`config.mk`:
```
export PLATFORM = sky130hd
export DESIGN_NAME = weighted_lru_cache_top
export DESIGN_NICKNAME = d
export VERILOG_FILES = /design/src/hw/rtl/wlc_pkg.sv /design/src/hw/rtl/weighted_lru_cache_top.sv /design/src/hw/rtl/wlc_ram.sv /design/src/hw/rtl/wlc_age.sv
export SDC_FILE = /design/constraint.sdc
export NUM_CORES = 2
export LEC_CHECK = 0
export ABC_AREA = 1
export BUFFER_PORTS_ARGS = -buffer_cell sky130_fd_sc_hd__buf_2
export CAP_MARGIN = 20
export CORE_MARGIN = 2
export CORE_UTILIZATION = 25
export CTS_CLUSTER_SIZE = 12
export DETAILED_ROUTE_END_ITERATION = 8
export HOLD_SLACK_MARGIN = 0.1
export PLACE_DENSITY_LB_ADDON = 0.3
export SYNTH_ARGS = -nofsm -noshare
export SYNTH_HDL_FRONTEND = slang
export SYNTH_HIERARCHICAL = 1
export SYNTH_SLANG_ARGS = --single-unit
```
`constraint.sdc`:
```
create_clock -name clk -period 11 [get_ports clk]
set_input_delay 1.65 -clock clk [delete_from_list [all_inputs] [get_ports clk]]
set_output_delay 1.65 -clock clk [all_outputs]
set_load 0.05 [all_outputs]
```
`src/hw/rtl/wlc_pkg.sv`:
```
package wlc_pkg;

  localparam int ENTRIES_DEF = 16;
  localparam int KEY_W       = 32;
  localparam int VAL_W       = 32;
  localparam int WT_W        = 32;
  localparam int SUM_W       = 36;
  localparam int OCC_OUT_W   = 5;
  localparam int DATA_W      = KEY_W + VAL_W + WT_W;
  localparam int CFG_DATA_W  = 64;
  localparam int CFG_ADDR_W  = 3;
  localparam logic [SUM_W-1:0] WT_LIMIT_RST = 36'd1048576;
  localparam logic [CFG_ADDR_W-1:0] ADDR_WT_LIMIT = '0;

  typedef enum logic [1:0] {
    OP_GET       = 2'd0,
    OP_PUT       = 2'd1,
    OP_INVAL     = 2'd2,
    OP_INVAL_ALL = 2'd3
  } op_t;

  typedef enum logic [1:0] {
    AGE_NOP,
    AGE_PROMOTE,
    AGE_REMOVE,
    AGE_INSERT
  } age_op_t;

  typedef enum logic [3:0] {
    S_IDLE,
    S_SCAN,
    S_SCAN_END,
    S_DISPATCH,
    S_PROMO,
    S_UPD_SUB,
    S_UPD_ADD,
    S_INS_WR,
    S_LSCAN,
    S_LREAD,
    S_LDATA,
    S_RMV,
    S_EVCHK,
    S_DONE
  } state_t;

endpackage

```
`src/hw/rtl/weighted_lru_cache_top.sv`:
```
// Weight-bounded LRU cache of ENTRIES slots (key, value handle, weight).
// Pulse start while busy is low to issue one command word: get, put,
// invalidate one key or invalidate all. Busy stays high until the command
// finishes. Results come out on out_valid, one cycle each, and cannot be
// stalled: zero or more eviction notices (out_kind 0) then exactly one
// completion word (out_kind 1, out_last 1). Busy covers the key lookup
// (S_SCAN, one RAM read per cycle through the shared key comparator),
// S_SCAN_END to flush the last compare, S_DISPATCH, then S_PROMO to
// promote, S_INS_WR to insert or S_UPD_SUB and S_UPD_ADD to update, one
// weight check (S_EVCHK) after any change, per removal an LRU pick that
// walks the rank registers one slot per cycle (S_LSCAN), then read,
// remove and recheck, and S_DONE to complete. The completion word shows
// up in the same cycle that busy falls. The single 36-bit add/subtract
// unit updates the running weight. Key, value and weight live in one RAM;
// valid bits and recency ranks are flops. The weight limit register sits
// at APB address 0 (64-bit data); write it only when idle.
module weighted_lru_cache_top
  import wlc_pkg::*;
  #(parameter int ENTRIES = ENTRIES_DEF)
  (input  logic                   clk,
   input  logic                   rst_n,
   // command
   input  logic                   start,
   output logic                   busy,
   input  logic [1:0]             in_op,
   input  logic [KEY_W-1:0]       in_key,
   input  logic [VAL_W-1:0]       in_value,
   input  logic [WT_W-1:0]        in_weight,
   // results
   output logic                   out_valid,
   output logic                   out_kind,
   output logic [KEY_W-1:0]       out_key_out,
   output logic [VAL_W-1:0]       out_value_out,
   output logic                   out_hit,
   output logic [OCC_OUT_W-1:0]   out_occupancy,
   output logic [SUM_W-1:0]       out_total_weight,
   output logic                   out_last,
   // configuration
   input  logic                   psel,
   input  logic                   penable,
   input  logic                   pwrite,
   input  logic [CFG_ADDR_W-1:0]  paddr,
   input  logic [CFG_DATA_W-1:0]  pwdata,
   output logic [CFG_DATA_W-1:0]  prdata,
   output logic                   pready);

  localparam int SW = $clog2(ENTRIES);
  localparam int OW = $clog2(ENTRIES+1);
  localparam logic [SW-1:0] LAST_IDX = SW'(ENTRIES-1);

  state_t state_r, state_nxt;

  // register file
  logic [SUM_W-1:0] max_r;
  assign pready = 1'b1;
  assign prdata = {{(CFG_DATA_W-SUM_W){1'b0}}, max_r};

  always_ff @(posedge clk) begin
    if (!rst_n) begin
      max_r <= WT_LIMIT_RST;
    end else if (psel && penable && pwrite && paddr == ADDR_WT_LIMIT) begin
      max_r <= pwdata[SUM_W-1:0];
    end
  end

  // command latches
  op_t              op_r;
  logic [KEY_W-1:0] key_r;
  logic [VAL_W-1:0] val_r;
  logic [WT_W-1:0]  w_r;

  // sequencer state
  logic [SW-1:0]    idx_r, idx_nxt;
  logic [SW-1:0]    pend_idx_r, pend_idx_nxt;
  logic             pend_r, pend_nxt;
  logic             hit_r, hit_nxt;
  logic [SW-1:0]    slot_r, slot_nxt;
  logic [SW-1:0]    free_r, free_nxt;
  logic             free_vld_r, free_vld_nxt;
  logic             ins_pend_r, ins_pend_nxt;
  logic [KEY_W-1:0] hold_key_r, hold_key_nxt;
  logic [VAL_W-1:0] hold_val_r, hold_val_nxt;
  logic [WT_W-1:0]  hold_w_r, hold_w_nxt;
  logic [SUM_W-1:0] sum_r, sum_nxt;

  // result word
  logic                 ov_r, ov_nxt;
  logic                 okind_r, okind_nxt;
  logic [KEY_W-1:0]     okey_r, okey_nxt;
  logic [VAL_W-1:0]     oval_r, oval_nxt;
  logic                 ohit_r, ohit_nxt;
  logic [OW-1:0]        oocc_r, oocc_nxt;
  logic [SUM_W-1:0]     osum_r, osum_nxt;
  logic                 olast_r, olast_nxt;
  logic [OW+OCC_OUT_W-1:0] occ_ext;

  // storage
  logic              ram_we;
  logic [SW-1:0]     ram_raddr;
  logic [DATA_W-1:0] ram_rdata;
  logic [KEY_W-1:0]  rd_key;
  logic [VAL_W-1:0]  rd_val;
  logic [WT_W-1:0]   rd_w;
  age_op_t           age_op;
  logic [SW-1:0]     q_age;
  logic [ENTRIES-1:0] valid;
  logic [OW-1:0]     occ;

  assign {rd_key, rd_val, rd_w} = ram_rdata;
  assign ram_raddr = (state_r == S_SCAN) ? idx_r : slot_r;

  wlc_ram #(.WIDTH(DATA_W), .DEPTH(ENTRIES)) u_ram (
    .clk   (clk),
    .we    (ram_we),
    .waddr (slot_r),
    .wdata ({key_r, val_r, w_r}),
    .raddr (ram_raddr),
    .rdata (ram_rdata));

  wlc_age #(.ENTRIES(ENTRIES)) u_age (
    .clk   (clk),
    .rst_n (rst_n),
    .op    (age_op),
    .slot  (slot_r),
    .q_idx (idx_r),
    .q_age (q_age),
    .valid (valid),
    .occ   (occ));

  // shared weight adder
  logic             alu_sub;
  logic [WT_W-1:0]  alu_b;
  logic [SUM_W-1:0] alu_res;
  assign alu_sub = (state_r == S_RMV) || (state_r == S_UPD_SUB);
  assign alu_b   = alu_sub ? hold_w_r : w_r;
  assign alu_res = alu_sub ? sum_r - {{(SUM_W-WT_W){1'b0}}, alu_b}
                           : sum_r + {{(SUM_W-WT_W){1'b0}}, alu_b};

  // lookup compare on the word read last cycle
  logic match;
  logic fits;
  logic lru_hit;
  logic over;
  assign match   = pend_r && valid[pend_idx_r] && (rd_key == key_r) && !hit_r;
  assign fits    = {{(SUM_W-WT_W){1'b0}}, w_r} <= max_r;
  assign lru_hit = valid[idx_r] && (q_age == SW'(occ - 1'b1));
  assign over    = (sum_r > max_r) && (occ != '0);

  assign busy = (state_r != S_IDLE);

  // next state
  always_comb begin
    state_nxt = state_r;
    unique case (state_r)
      S_IDLE:     if (start) state_nxt = S_SCAN;
      S_SCAN:     if (idx_r == LAST_IDX) state_nxt = S_SCAN_END;
      S_SCAN_END: state_nxt = S_DISPATCH;
      S_DISPATCH: begin
        unique case (op_r)
          OP_GET: begin
            if (hit_r)              state_nxt = S_PROMO;
            else if (!fits)         state_nxt = S_DONE;
            else if (free_vld_r)    state_nxt = S_INS_WR;
            else                    state_nxt = S_LSCAN;
          end
          OP_PUT: begin
            if (!fits)              state_nxt = S_DONE;
            else if (hit_r)         state_nxt = S_UPD_SUB;
            else if (free_vld_r)    state_nxt = S_INS_WR;
            else                    state_nxt = S_LSCAN;
          end
          OP_INVAL:     state_nxt = hit_r ? S_RMV : S_DONE;
          OP_INVAL_ALL: state_nxt = S_EVCHK;
          default:      state_nxt = S_DONE;
        endcase
      end
      S_PROMO:    state_nxt = S_DONE;
      S_UPD_SUB:  state_nxt = S_UPD_ADD;
      S_UPD_ADD:  state_nxt = S_EVCHK;
      S_INS_WR:   state_nxt = S_EVCHK;
      S_LSCAN:    if (lru_hit) state_nxt = S_LREAD;
      S_LREAD:    state_nxt = S_LDATA;
      S_LDATA:    state_nxt = S_RMV;
      S_RMV: begin
        if (op_r == OP_INVAL) state_nxt = S_DONE;
        else if (ins_pend_r)  state_nxt = S_INS_WR;
        else                  state_nxt = S_EVCHK;
      end
      S_EVCHK: begin
        if (op_r == OP_INVAL_ALL) state_nxt = (occ != '0) ? S_LSCAN : S_DONE;
        else                      state_nxt = over ? S_LSCAN : S_DONE;
      end
      S_DONE:     state_nxt = S_IDLE;
      default:    state_nxt = S_IDLE;
    endcase
  end

  // datapath and outputs
  always_comb begin
    idx_nxt      = '0;
    pend_nxt     = 1'b0;
    pend_idx_nxt = pend_idx_r;
    hit_nxt      = hit_r;
    slot_nxt     = slot_r;
    free_nxt     = free_r;
    free_vld_nxt = free_vld_r;
    ins_pend_nxt = ins_pend_r;
    hold_key_nxt = hold_key_r;
    hold_val_nxt = hold_val_r;
    hold_w_nxt   = hold_w_r;
    sum_nxt      = sum_r;
    ram_we       = 1'b0;
    age_op       = AGE_NOP;
    ov_nxt       = 1'b0;
    okind_nxt    = okind_r;
    okey_nxt     = okey_r;
    oval_nxt     = oval_r;
    ohit_nxt     = ohit_r;
    oocc_nxt     = oocc_r;
    osum_nxt     = osum_r;
    olast_nxt    = olast_r;

    unique case (state_r)
      S_IDLE: begin
        hit_nxt      = 1'b0;
        free_vld_nxt = 1'b0;
        ins_pend_nxt = 1'b0;
      end
      S_SCAN, S_SCAN_END: begin
        if (match) begin
          hit_nxt      = 1'b1;
          slot_nxt     = pend_idx_r;
          hold_key_nxt = rd_key;
          hold_val_nxt = rd_val;
          hold_w_nxt   = rd_w;
        end
        if (state_r == S_SCAN) begin
          if (!valid[idx_r] && !free_vld_r) begin
            free_nxt     = idx_r;
            free_vld_nxt = 1'b1;
          end
          pend_nxt     = 1'b1;
          pend_idx_nxt = idx_r;
          idx_nxt      = idx_r + 1'b1;
        end
      end
      S_DISPATCH: begin
        // claim a slot only when this command inserts
        if (!hit_r && fits && (op_r == OP_GET || op_r == OP_PUT)) begin
          if (free_vld_r) slot_nxt = free_r;
          else            ins_pend_nxt = 1'b1;
        end
      end
      S_PROMO:   age_op = AGE_PROMOTE;
      S_UPD_SUB: sum_nxt = alu_res;
      S_UPD_ADD: begin
        sum_nxt = alu_res;
        ram_we  = 1'b1;
        age_op  = AGE_PROMOTE;
      end
      S_INS_WR: begin
        sum_nxt      = alu_res;
        ram_we       = 1'b1;
        age_op       = AGE_INSERT;
        ins_pend_nxt = 1'b0;
      end
      S_LSCAN: begin
        if (lru_hit) slot_nxt = idx_r;
        else         idx_nxt  = idx_r + 1'b1;
      end
      S_LREAD: ;
      S_LDATA: begin
        hold_key_nxt = rd_key;
        hold_val_nxt = rd_val;
        hold_w_nxt   = rd_w;
      end
      S_RMV: begin
        sum_nxt   = alu_res;
        age_op    = AGE_REMOVE;
        // null handles leave silently
        ov_nxt    = (hold_val_r != '0);
        okind_nxt = 1'b0;
        okey_nxt  = hold_key_r;
        oval_nxt  = hold_val_r;
        ohit_nxt  = 1'b0;
        oocc_nxt  = occ - 1'b1;
        osum_nxt  = alu_res;
        olast_nxt = 1'b0;
      end
      S_EVCHK: begin
        if (op_r == OP_INVAL_ALL && occ == '0) sum_nxt = '0;
      end
      S_DONE: begin
        ov_nxt    = 1'b1;
        okind_nxt = 1'b1;
        okey_nxt  = key_r;
        oval_nxt  = (op_r == OP_GET) ? (hit_r ? hold_val_r : val_r) : '0;
        ohit_nxt  = (op_r == OP_INVAL_ALL) ? 1'b0 : hit_r;
        oocc_nxt  = occ;
        osum_nxt  = sum_r;
        olast_nxt = 1'b1;
      end
      default: ;
    endcase
  end

  always_ff @(posedge clk) begin
    if (!rst_n) begin
      state_r    <= S_IDLE;
      idx_r      <= '0;
      pend_r     <= 1'b0;
      hit_r      <= 1'b0;
      free_vld_r <= 1'b0;
      ins_pend_r <= 1'b0;
      sum_r      <= '0;
      ov_r       <= 1'b0;
    end else begin
      state_r    <= state_nxt;
      idx_r      <= idx_nxt;
      pend_r     <= pend_nxt;
      hit_r      <= hit_nxt;
      free_vld_r <= free_vld_nxt;
      ins_pend_r <= ins_pend_nxt;
      sum_r      <= sum_nxt;
      ov_r       <= ov_nxt;
    end
  end

  always_ff @(posedge clk) begin
    if (state_r == S_IDLE && start) begin
      op_r  <= op_t'(in_op);
      key_r <= in_key;
      val_r <= in_value;
      // a null handle carries no weight
      w_r   <= (in_value == '0) ? '0 : in_weight;
    end
    pend_idx_r <= pend_idx_nxt;
    slot_r     <= slot_nxt;
    free_r     <= free_nxt;
    hold_key_r <= hold_key_nxt;
    hold_val_r <= hold_val_nxt;
    hold_w_r   <= hold_w_nxt;
    okind_r    <= okind_nxt;
    okey_r     <= okey_nxt;
    oval_r     <= oval_nxt;
    ohit_r     <= ohit_nxt;
    oocc_r     <= oocc_nxt;
    osum_r     <= osum_nxt;
    olast_r    <= olast_nxt;
  end

  assign occ_ext          = {{OCC_OUT_W{1'b0}}, oocc_r};
  assign out_valid        = ov_r;
  assign out_kind         = okind_r;
  assign out_key_out      = okey_r;
  assign out_value_out    = oval_r;
  assign out_hit          = ohit_r;
  assign out_occupancy    = occ_ext[OCC_OUT_W-1:0];
  assign out_total_weight = osum_r;
  assign out_last         = olast_r;

endmodule

```
`src/hw/rtl/wlc_ram.sv`:
```
module wlc_ram
  #(parameter int WIDTH = 8,
    parameter int DEPTH = 16)
  (input  logic                     clk,
   input  logic                     we,
   input  logic [$clog2(DEPTH)-1:0] waddr,
   input  logic [WIDTH-1:0]         wdata,
   input  logic [$clog2(DEPTH)-1:0] raddr,
   output logic [WIDTH-1:0]         rdata);

  logic [WIDTH-1:0] mem [DEPTH];

  always_ff @(posedge clk) begin
    if (we) begin
      mem[waddr] <= wdata;
    end
    rdata <= mem[raddr];
  end

endmodule

```
`src/hw/rtl/wlc_age.sv`:
```
// Recency ranks and valid bits; rank 0 is most recent.
module wlc_age
  import wlc_pkg::*;
  #(parameter int ENTRIES = ENTRIES_DEF)
  (input  logic                           clk,
   input  logic                           rst_n,
   input  age_op_t                        op,
   input  logic [$clog2(ENTRIES)-1:0]     slot,
   input  logic [$clog2(ENTRIES)-1:0]     q_idx,
   output logic [$clog2(ENTRIES)-1:0]     q_age,
   output logic [ENTRIES-1:0]             valid,
   output logic [$clog2(ENTRIES+1)-1:0]   occ);

  localparam int SW = $clog2(ENTRIES);
  localparam int OW = $clog2(ENTRIES+1);

  logic [SW-1:0]      age_r   [ENTRIES];
  logic [SW-1:0]      age_nxt [ENTRIES];
  logic [ENTRIES-1:0] valid_r, valid_nxt;
  logic [OW-1:0]      occ_r, occ_nxt;
  logic [SW-1:0]      a;

  assign a     = age_r[slot];
  assign q_age = age_r[q_idx];
  assign valid = valid_r;
  assign occ   = occ_r;

  always_comb begin
    valid_nxt = valid_r;
    occ_nxt   = occ_r;
    for (int i = 0; i < ENTRIES; i++) begin
      age_nxt[i] = age_r[i];
      case (op)
        AGE_PROMOTE: if (valid_r[i] && age_r[i] < a) age_nxt[i] = age_r[i] + 1'b1;
        AGE_REMOVE:  if (valid_r[i] && age_r[i] > a) age_nxt[i] = age_r[i] - 1'b1;
        AGE_INSERT:  if (valid_r[i]) age_nxt[i] = age_r[i] + 1'b1;
        default: ;
      endcase
    end
    case (op)
      AGE_PROMOTE: age_nxt[slot] = '0;
      AGE_REMOVE: begin
        age_nxt[slot]   = '0;
        valid_nxt[slot] = 1'b0;
        occ_nxt         = occ_r - 1'b1;
      end
      AGE_INSERT: begin
        age_nxt[slot]   = '0;
        valid_nxt[slot] = 1'b1;
        occ_nxt         = occ_r + 1'b1;
      end
      default: ;
    endcase
  end

  always_ff @(posedge clk) begin
    if (!rst_n) begin
      valid_r <= '0;
      occ_r   <= '0;
      for (int i = 0; i < ENTRIES; i++) age_r[i] <= '0;
    end else begin
      valid_r <= valid_nxt;
      occ_r   <= occ_nxt;
      for (int i = 0; i < ENTRIES; i++) age_r[i] <= age_nxt[i];
    end
  end

endmodule

```
==> flow_summary.ini <==
[status]
outcome = complete, no violations

[placement]
dp_slack_ps = 5510
port_buffers = 288
hpwlAfterDp_mm = 167
gp_congestion = 0.846

[cts]
cts-buffers-inserted = 231
holdBufCountCts = 0
cts_resized = 0
clockBufferDepth = 4
clkTransAtPathRegs_ps = 60
cts_sinks = 2115
cts_tree = yes
post-cts-setup-buffer-count = 0
h-tree-depth = 4
clk_latency_ps = 960
root_buffer = clkbuf_16

[setup_path]
critPathMaxFanout = 61
cp_common_cell = nand2_1
crit_arrival_ps = 6150
cp_top_family = simple AND/OR/NAND/NOR gates
cp-startpoint = state_r[0]$_SDFFE_PN0P_
worstSetupStartpointType = flip-flop
required_ps = 11610
end_kind = flip-flop
r2r-start = state_r[0]$_SDFFE_PN0P_
cp_slowest_cell = dfxtp_1
crit_type = reg2reg
worstPathCellList = inv_2 > nor2_2 > nand2_2 > nand2_8 > nand2_1 > o21ai_2 > ha_1 > inv_1 > nor3_4 > nand3_2 > nand3b_4 > nor2_8 > nand2_1 > nand2_1 > xor2_1 > ha_1 > a21o_1 > a31oi_1 > nand3_1 > a21oi_1 > o21bai_1 > or2_2 > nand3_1 > nand2_1
path_buf_inv = 2
max_stage_delay_ps = 490

[timing]
min_period_over_period = 0.504
rsz0062_at_grt = no
post-route-min-period_ps = 5540
fin_tns_setup_ps = 0
finalHoldViolCount = 0
maxSlewHeadroom = 0.236
fmax_mhz = 180
max_slew.worst_pin.slew_ps = 1140
clock_skew_ps = 121
finalMaxSlewViolations = 0
setup_viol = 0
holdWs_ps = 300
fin_ws_ps = 5460

[synth]
synth_seq_cells = 2115
synth_top_family_by_area = simple AND/OR/NAND/NOR gates
ys_seq_area_frac = 0.611
synth_edf_count = 1849
synth.mux.area_fraction = 0
syn_avg_cell_area_um2 = 9.51
ys.flop_type = edfxtp_1
synth_compound_area_frac = 0.0425
synth-simple-area-share = 0.221
netlist_area_um2 = 99500
synthXorXnorAreaFrac = 0.00924
synth_cell_types = 66
yosysWarningCount = 6
synth_adder_area_share = 0.0263
synth_cells = 10500
synth_async_sr_flop_share = 0

[routing]
ant_nets = 0
first_pass_iters = 8
via_count = 71200
vias_per_cell = 4.43
wire_per_inst_um = 19.1
wirelength_mm = 307
drc_errors = 0
drt-initial-drc-count = 5750

[floorplan]
die_y_um = 635
dieArea_um2 = 403000
chipWidth_um = 635
start_util = 0.251
core_area_um2 = 396000
rows = 231
ios = 346

[global_route]
grt_max_degree = 184
grt_pass1_wl_mm = 448
grt_pass1_vias = 66100
grt.overflow.total = 0
grt_use_total = 0.146
antenna_found_initial = 18

[cells_and_area]
final_common_cell = nand2_1
drive_gt1_frac = 0.0793
nNetsFinal = 11000
syn_to_final_growth_pct = 14.3
final_util = 0.287
mostFrequentLayoutCells = nand2_1, edfxtp_1, inv_1

[power]
power_density_nw_per_um2 = 234
p_leak_nw = 47.2
irDropWorstVdd_uv = 353

[worst_hold_path]
min_from = u_ram/rdata[34]$_DFF_P_
hold_class = reg2reg

[run]
maxCapViolations = 0
## cell families (layout without fill, tap and decap cells)
group	Yosys count	after routing
xor gates and xnor gates	105	105
and+or+nand+nor	5167	5167
DFF	2115	2115
other	2	39
adders and majority gates	208	208
buffers and inverters	2119	2453
AOI/OAI and AO/OA	749	749
## worst reg2reg max path, cell delays in order, from the launching register on
cell	delay (ps)
dfxtp_1	490
inv_2	60
nor2_2	140
nand2_2	450
nand2_8	500
nand2_1	150
o21ai_2	100
ha_1	210
inv_1	70
nor3_4	270
nand3_2	140
nand3b_4	230
nor2_8	170
nand2_1	70
nand2_1	70
xor2_1	260
ha_1	340
a21o_1	230
a31oi_1	270
nand3_1	150
a21oi_1	320
o21bai_1	180
or2_2	310
nand3_1	70
nand2_1	60
## flip-flops by register name, summed over array words and instances, names as in the netlist, 2 cells and up, named ones only
signal,flops
u_ram/rdata,96
max_r,36
free_r,4
pend_idx_r,4
key_r,32
slot_r,4
w_r,32
state_r,4
u_age/occ,5
val_r,32
hold_key_r,32
hold_val_r,32
u_ram/mem,1536
out_key_out,32
out_total_weight,36
u_age/age_r,64
op_r,2
hold_w_r,32
out_occupancy,5
sum_r,36
out_value_out,32
idx_r,4
## per-stage QoR
stage,area [um^2],total power [mW],instances
2_1_floorplan,99600,16.3,10500
3_3_place_gp,106000,19.0,15600
3_5_place_dp,106000,19.0,15600
4_1_cts,114000,27.0,16100
5_1_grt,114000,28.2,16100
6_report,114000,26.7,16100
## layer usage
layer  track usage  part of all wire  vias up  wire length [um]
met5             0           0.00010        -                31
met4        0.0345             0.022        6              6790
met3        0.0177             0.051      367             15700
met2         0.238              0.46     1823            140000
met1         0.207              0.47    34200            144000
li1              -                 -    34800                 -
## worst paths after layout
path / end / slack [ps] / cells past startpoint
setup reg to reg: out_total_weight[27]$_DFFE_PP_ / 5460 / 24
setup / recovery: out_total_weight[27]$_DFFE_PP_ / 5460 / 24
hold / removal: hold_val_r[2]$_DFFE_PP_ / 300 / 0
hold reg to reg: hold_val_r[2]$_DFFE_PP_ / 300 / 0
## cells in the mapped netlist, types with 25 or more instances
library cell,instances,area (um^2)
nand2_1,3055,11500
edfxtp_1,1849,55500
inv_1,1572,5900
nand3_1,1523,7620
nor2_1,353,1330
a21oi_1,320,1600
dfxtp_1,266,5330
o21ai_0,232,1160
ha_1,206,2580
buf_2,203,1020
clkbuf_1,160,601
nand4_1,134,838
buf_4,69,518
xnor2_1,58,508
buf_6,55,619
xor2_1,47,412
o211ai_1,37,278
o22ai_1,36,225
a211oi_1,33,248
a31oi_1,25,156
## report_power, final
part / internal (mW) / total (mW) / leakage, nW / switching, mW
sequential: 9.65 / 10.2 / 18.9 / 0.536
combinational: 2.32 / 8.64 / 24.7 / 6.32
clock: 4.48 / 7.83 / 3.66 / 3.35
total: 16.5 / 26.7 / 47.2 / 10.2
## area by class of cell
type,count,area (um^2)
fillers,41300,282000
diodes,10,25.0
inverters,1606,6060
multi-input cells,6258,30100
well taps,5242,6560
repair buffers,414,2620
clock inverters,86,1020
clock buffers,347,6530
flip-flops and latches,2115,60800
No activity file was read; power rests on OpenSTA's default activity.
